### src/rtl/spq_pkg.sv
`timescale 1ns / 1ps
// Package for the sorted priority queue: key width, operation and error codes,
// and the link and command structs passed along the cell chain. No dependencies.
package spq_pkg;

  localparam int KEY_W     = 8;
  localparam int DEPTH_DEF = 16;
  localparam int COUNT_W   = 5;

  localparam logic KIND_INSERT = 1'b0;
  localparam logic KIND_REMOVE = 1'b1;

  localparam logic [1:0] ERR_NONE  = 2'd0;
  localparam logic [1:0] ERR_EMPTY = 2'd1;
  localparam logic [1:0] ERR_FULL  = 2'd2;

  typedef struct packed {
    logic             ins_en;
    logic             rem_en;
    logic [KEY_W-1:0] key;
  } spq_cmd_t;

  typedef struct packed {
    logic [KEY_W-1:0] key;
    logic             valid;
    logic             place;
  } spq_link_t;

endpackage

### src/rtl/spq_cell.sv
`timescale 1ns / 1ps
// One slot of the sorted chain: holds a key and its valid bit, and takes the
// new key, its left neighbor's entry or its right neighbor's entry. Uses spq_pkg.
module spq_cell (
  input  logic               clk,
  input  logic               rst_n,
  input  spq_pkg::spq_cmd_t  cmd,
  input  spq_pkg::spq_link_t left_in,
  input  spq_pkg::spq_link_t right_in,
  output spq_pkg::spq_link_t link_out
);

  logic [spq_pkg::KEY_W-1:0] key_r;
  logic [spq_pkg::KEY_W-1:0] key_nxt;
  logic                      valid_r;
  logic                      valid_nxt;
  logic                      place;

  // The new key belongs here or further left when this slot is empty or smaller.
  assign place = !valid_r || (key_r < cmd.key);

  always_comb begin
    key_nxt   = key_r;
    valid_nxt = valid_r;
    if (cmd.ins_en && place) begin
      if (left_in.place) begin
        key_nxt   = left_in.key;
        valid_nxt = left_in.valid;
      end else begin
        key_nxt   = cmd.key;
        valid_nxt = 1'b1;
      end
    end else if (cmd.rem_en) begin
      key_nxt   = right_in.key;
      valid_nxt = right_in.valid;
    end
  end

  always_ff @(posedge clk) begin
    key_r <= key_nxt;
    if (!rst_n) begin
      valid_r <= 1'b0;
    end else begin
      valid_r <= valid_nxt;
    end
  end

  assign link_out = '{key: key_r, valid: valid_r, place: place};

endmodule

### src/rtl/sorted_priority_queue_unit.sv
`timescale 1ns / 1ps
// Top level of the sorted priority queue: a chain of spq_cell slots, the fill
// counter and the result register. Uses spq_pkg and spq_cell.
//
//  Channel  Ports                                           Handshake
//  input    in_kind, in_age                                 start high, busy low
//  result   out_removed_age, out_removed_valid,             out_strobe, one cycle
//           out_error, out_count
//
// Every operation is handled by the cell chain as a whole; all slots compare and
// shift in parallel, so a new beat is accepted in every cycle and busy stays low.
// Its result appears on the result ports in the cycle after acceptance.
// Synchronous reset empties the queue; no clearing pass is needed.
// The receiver cannot stall, so results are never held.
module sorted_priority_queue_unit #(
  parameter int DEPTH = spq_pkg::DEPTH_DEF
) (
  input  logic                      clk,
  input  logic                      rst_n,
  input  logic                      start,
  output logic                      busy,
  input  logic                      in_kind,
  input  logic [spq_pkg::KEY_W-1:0] in_age,
  output logic                      out_strobe,
  output logic [spq_pkg::KEY_W-1:0] out_removed_age,
  output logic                      out_removed_valid,
  output logic [1:0]                out_error,
  output logic [spq_pkg::COUNT_W-1:0] out_count
);

  localparam int CW = $clog2(DEPTH + 1);

  spq_pkg::spq_cmd_t  cmd;
  spq_pkg::spq_link_t links [DEPTH];
  spq_pkg::spq_link_t lefts [DEPTH];
  spq_pkg::spq_link_t rights[DEPTH];
  logic [DEPTH-1:0]   valid_vec;

  logic [CW-1:0] cnt_r;
  logic [CW-1:0] cnt_nxt;
  logic          accept;
  logic          full;
  logic          empty;
  logic [1:0]    err;

  logic                      out_strobe_r;
  logic [spq_pkg::KEY_W-1:0] out_removed_age_r;
  logic                      out_removed_valid_r;
  logic [1:0]                out_error_r;
  logic [CW+spq_pkg::COUNT_W-1:0] cnt_ext;

  assign busy   = 1'b0;
  assign accept = start && !busy;
  assign full   = (cnt_r == CW'(DEPTH));
  assign empty  = (cnt_r == '0);

  assign cmd.ins_en = accept && (in_kind == spq_pkg::KIND_INSERT) && !full;
  assign cmd.rem_en = accept && (in_kind == spq_pkg::KIND_REMOVE) && !empty;
  assign cmd.key    = in_age;

  always_comb begin
    err = spq_pkg::ERR_NONE;
    if (in_kind == spq_pkg::KIND_INSERT && full) begin
      err = spq_pkg::ERR_FULL;
    end else if (in_kind == spq_pkg::KIND_REMOVE && empty) begin
      err = spq_pkg::ERR_EMPTY;
    end
  end

  always_comb begin
    cnt_nxt = cnt_r;
    if (cmd.ins_en) begin
      cnt_nxt = cnt_r + CW'(1);
    end else if (cmd.rem_en) begin
      cnt_nxt = cnt_r - CW'(1);
    end
  end

  genvar gi;
  generate
    for (gi = 0; gi < DEPTH; gi++) begin : g_cell
      if (gi == 0) begin : g_first
        assign lefts[gi] = '{key: '0, valid: 1'b0, place: 1'b0};
      end else begin : g_mid_l
        assign lefts[gi] = links[gi-1];
      end
      if (gi == DEPTH - 1) begin : g_last
        assign rights[gi] = '{key: '0, valid: 1'b0, place: 1'b0};
      end else begin : g_mid_r
        assign rights[gi] = links[gi+1];
      end
      assign valid_vec[gi] = links[gi].valid;

      spq_cell u_cell (
        .clk      (clk),
        .rst_n    (rst_n),
        .cmd      (cmd),
        .left_in  (lefts[gi]),
        .right_in (rights[gi]),
        .link_out (links[gi])
      );
    end
  endgenerate

  always_ff @(posedge clk) begin
    if (!rst_n) begin
      cnt_r        <= '0;
      out_strobe_r <= 1'b0;
    end else begin
      cnt_r        <= cnt_nxt;
      out_strobe_r <= accept;
    end
    if (accept) begin
      out_removed_age_r   <= cmd.rem_en ? links[0].key : '0;
      out_removed_valid_r <= cmd.rem_en;
      out_error_r         <= err;
    end
  end

  assign cnt_ext           = {{spq_pkg::COUNT_W{1'b0}}, cnt_r};
  assign out_strobe        = out_strobe_r;
  assign out_removed_age   = out_removed_age_r;
  assign out_removed_valid = out_removed_valid_r;
  assign out_error         = out_error_r;
  assign out_count         = cnt_ext[spq_pkg::COUNT_W-1:0];

  a_strobe_follows_accept: assert property (@(posedge clk) disable iff (!rst_n)
    accept |=> out_strobe)
    else $error("result strobe missing after an accepted beat");

  a_count_bounded: assert property (@(posedge clk) disable iff (!rst_n)
    cnt_r <= CW'(DEPTH))
    else $error("fill count exceeds depth");

  a_valid_prefix: assert property (@(posedge clk) disable iff (!rst_n)
    ((valid_vec + DEPTH'(1)) & valid_vec) == '0)
    else $error("occupied slots are not a contiguous prefix");

  a_count_matches: assert property (@(posedge clk) disable iff (!rst_n)
    $countones(valid_vec) == int'(cnt_r))
    else $error("fill count disagrees with occupied slots");

  a_removed_no_error: assert property (@(posedge clk) disable iff (!rst_n)
    (out_strobe && out_removed_valid) |-> out_error == spq_pkg::ERR_NONE)
    else $error("removed key reported together with an error");

endmodule
### config.mk
export PLATFORM = sky130hd
export DESIGN_NAME = sorted_priority_queue_unit
export DESIGN_NICKNAME = d
export VERILOG_FILES = /design/src/rtl/spq_pkg.sv /design/src/rtl/spq_cell.sv /design/src/rtl/sorted_priority_queue_unit.sv
export SDC_FILE = /design/constraint.sdc
export NUM_CORES = 1
export LEC_CHECK = 0
export CAP_MARGIN = 30
export CORE_MARGIN = 4
export CORE_UTILIZATION = 60
export DETAILED_ROUTE_END_ITERATION = 10
export DONT_BUFFER_PORTS = 1
export PLACE_DENSITY = 0.76
export SYNTH_ARGS = -nofsm -noshare
export SYNTH_HDL_FRONTEND = slang
export SYNTH_SLANG_ARGS = --single-unit
### constraint.sdc
create_clock -name clk -period 7.35 [get_ports clk]
set_input_delay 0.735 -clock clk [delete_from_list [all_inputs] [get_ports clk]]
set_output_delay 0.735 -clock clk [all_outputs]
set_load 0.01 [all_outputs]
==> flow_metrics.tcl <==
set metrics [dict create \
    hpwl_mm 20.2 \
    yosys-mux-area-fraction 0.0514 \
    syn2layout_area_growth_pct 5.71 \
    synth_top_cell_by_area "edfxtp_1" \
    antenna_found_initial 0 \
    cts_resized 0 \
    dp.cells 1263 \
    root_buffer "clkbuf_16" \
    clk_latency_ns 0.43 \
    drtPass1Iterations 5 \
    final_common_cell "edfxtp_1" \
    vias 8413 \
    reg2reg_from "out_count[0]$_SDFFE_PN0P_" \
    gr-total-overflow 0 \
    crit_chain "inv_1, buf_4, ha_1, a21oi_1, o22ai_1, a21oi_1, nand2_1, nand2_1" \
    die-area_sq_um 19800 \
    die_h_um 141 \
    worst_hold_startpoint "start" \
    r2r_cells 10 \
    die_w_um 141 \
    synth.distinct_cells 60 \
    power_frac_clock 0.260 \
    yosys.area_share.simple 0.144 \
    post_cts_buffers 0 \
    tritoncts "built" \
    wl_per_cell_um 22.3 \
    synth_compound_area_frac 0.188 \
    place_congestion 0.917 \
    clockBufferDepth 2 \
    p_sw_frac 0.359 \
    netlist_instances 1083 \
    crit_type "in2reg" \
    maxCapViolCount 0 \
    setup_viol 0 \
    nets 1186 \
    h-tree-depth 4 \
    grt_pass1_wl_mm 45.9 \
    end_kind "register" \
    ys.flop_type "edfxtp_1" \
    num_rows 48 \
    synth-xor-area-share 0.00249 \
    timing.final.crit_period_ns 3.85 \
    critPathLaunchType "input port" \
    tns_ns 0 \
    max_stage_delay_ns 0.79 \
    syn_area_per_cell_sq_um 9.73 \
    worst_pin_slew_ns 1.01 \
    drtIter0Drc 921 \
    critical_path.max_fanout 19 \
    final_cell_mix "edfxtp_1, nand2_1, nor2_1" \
    synth_top_family_by_area "compound AO/OA/AOI/OAI gates" \
    grt_use_total 0.297 \
    reg2reg_to "out_count[4]$_SDFFE_PN0P_" \
    hold_viol 0 \
    worst_path_max_delay_cell "a21oi_1" \
    coreArea_sq_um 17200 \
    grt_pass1_vias 8285 \
    drc 0 \
    cts_hold_buf 0 \
    ys_seq_area_frac 0.438 \
    finalNonFillerCells 1296 \
    numCtsBuffers 17 \
    syn_area_sq_um 10500 \
    outcome "completed" \
    r2r_slack_ns 3.77 \
    hp-class "in2reg" \
    drt-total-wl_mm 28.9 \
    worstHoldEndpoint "out_count[0]$_SDFFE_PN0P_" \
    rsz0062_at_grt "false" \
    yosys.area_share.adder 0.138 \
    slew_violations 0 \
    p_leak_nw 4.81 \
    finalCritPeriodShare 0.524 \
    synthArstFlopShare 0 \
    clk_pin_slew_ns 0.07 \
    fillerInstances 1393 \
    fmax_mhz 260 \
    peakVddDrop_v 0.000190 \
    portBuffers 0 \
    whs_path_depth 1 \
    max_slew_margin 0.326 \
    drtAntennaViolNets 0 \
    synth_top_area_frac 0.396 \
    pwr-share-comb 0.274 \
    vias_per_cell 6.49 \
    ys_top_cells_by_area "edfxtp_1, ha_1, mux2i_1, a21oi_1, nand2_1" \
    grt_max_degree 33 \
    pin_count 30 \
    ys_warn_count 0 \
    synth_enable_flop_cells 139 \
    yosys_register_bits 161 \
    power_frac_seq 0.466 \
    num_antenna_cells 0 \
    powerDensity_nw_per_um2 292 \
    syn-num-nets 1211 \
    clock_skew_ns 0.00696 \
    cts_num_sinks 161 \
    final_layout_size_suffix_gt1_frac 0.0635 \
    switchingPower_w 0.00117 \
    cp.arrival_ns 3.95 \
    cp.required_ns 7.45 \
    initial_core_util 0.611 \
    intPower_w 0.00209 \
]
worst max-delay path, delay by kind of cell:
| family | cells | cell delay (ns) |
|---|---|---|
| buffers and inverters | 2 | 0.80 |
| AOI/OAI and AO/OA | 3 | 1.08 |
| and+or+nand+nor | 2 | 1.01 |
| adders and majority gates | 1 | 0.30 |
Yosys cell counts, drive strengths merged, types with 7 or more instances:
library cell,instances
a211oi,11
a21o,9
a21oi,107
a22oi,7
a41oi,7
and2,11
buf,43
clkbuf,10
dfxtp,22
edfxtp,139
ha,115
inv,23
mux2i,53
nand2,147
nand2b,7
nand3,15
nand4,8
nor2,121
nor3,13
nor3b,7
o211ai,8
o21ai,139
layout make-up:
type / instances / area, sq um / area share
Timing Repair Buffer: 9 / 67.6 / 0.00606
Clock buffer: 19 / 433 / 0.0389
Tap cell: 225 / 282 / 0.0253
Clock inverter: 13 / 116 / 0.0104
Multi-Input combinational cell: 846 / 5540 / 0.497
Sequential cell: 161 / 4610 / 0.414
Inverter: 23 / 86.3 / 0.00775
state kept, by name (all words and copies together) (netlist names):
signal,count
g_cell.u_cell.key_r,128
g_cell.u_cell.valid_r,16
out_count,5
out_error,2
out_removed_age,8
out_removed_valid,1
out_strobe,1
through the flow:
step                      hold WS, ns  setup slack (ns)  cell area [sq um]   util  total power, W
after global placement          0.502              3.16              10600  0.614         0.00237
after global routing            0.389              3.33              11100  0.646         0.00343
after detailed placement        0.512              3.07              10600  0.614         0.00241
after CTS                       0.394              3.50              11100  0.646         0.00324
final                           0.397              3.50              11100  0.646         0.00326
after floorplan                 0.473              4.00              10500      -         0.00211
kinds of logic (layout without fill, tap and decap cells):
kind of cell	after synthesis	count (layout)
AO/OA/AOI/OAI	327	327
adder cells (fa/ha/maj)	116	116
buffers and inverters	76	64
multiplexers	54	54
AND/OR/NAND/NOR	345	345
XOR/XNOR	3	3
other	1	1
flip-flops	161	161
routing by layer:
metal,global-route usage,up-vias,routed length [um]
met2,0.490,395,13700
met3,0.0434,92,2040
li1,-,3951,-
met5,0,-,0
met4,0.132,0,1250
met1,0.389,3975,11900
worst max path at each step:
stage                         start                                    to  slack (ns)  cells after the start
after global routing      in_age[5]   g_cell[9].u_cell.key_r[4]$_DFFE_PP_        3.33                      8
after CTS                 in_age[2]  g_cell[11].u_cell.key_r[2]$_DFFE_PP_        3.50                      8
after floorplan           in_age[5]   g_cell[0].u_cell.key_r[0]$_DFFE_PP_        4.00                     10
after global placement    in_age[2]  g_cell[11].u_cell.key_r[4]$_DFFE_PP_        3.16                      8
after detailed placement  in_age[2]  g_cell[11].u_cell.key_r[4]$_DFFE_PP_        3.07                      8
final                     in_age[5]   g_cell[9].u_cell.key_r[3]$_DFFE_PP_        3.50                      8
power by group through the flow:
stage	combinational (W)	clock (W)	sequential, W
2_1_floorplan	0.000687	0	0.00142
3_3_place_gp	0.000840	0	0.00153
3_5_place_dp	0.000879	0	0.00153
4_1_cts	0.000887	0.000847	0.00151
5_1_grt	0.00102	0.000886	0.00153
6_report	0.000893	0.000848	0.00152
(Power assumes the default switching activity.)
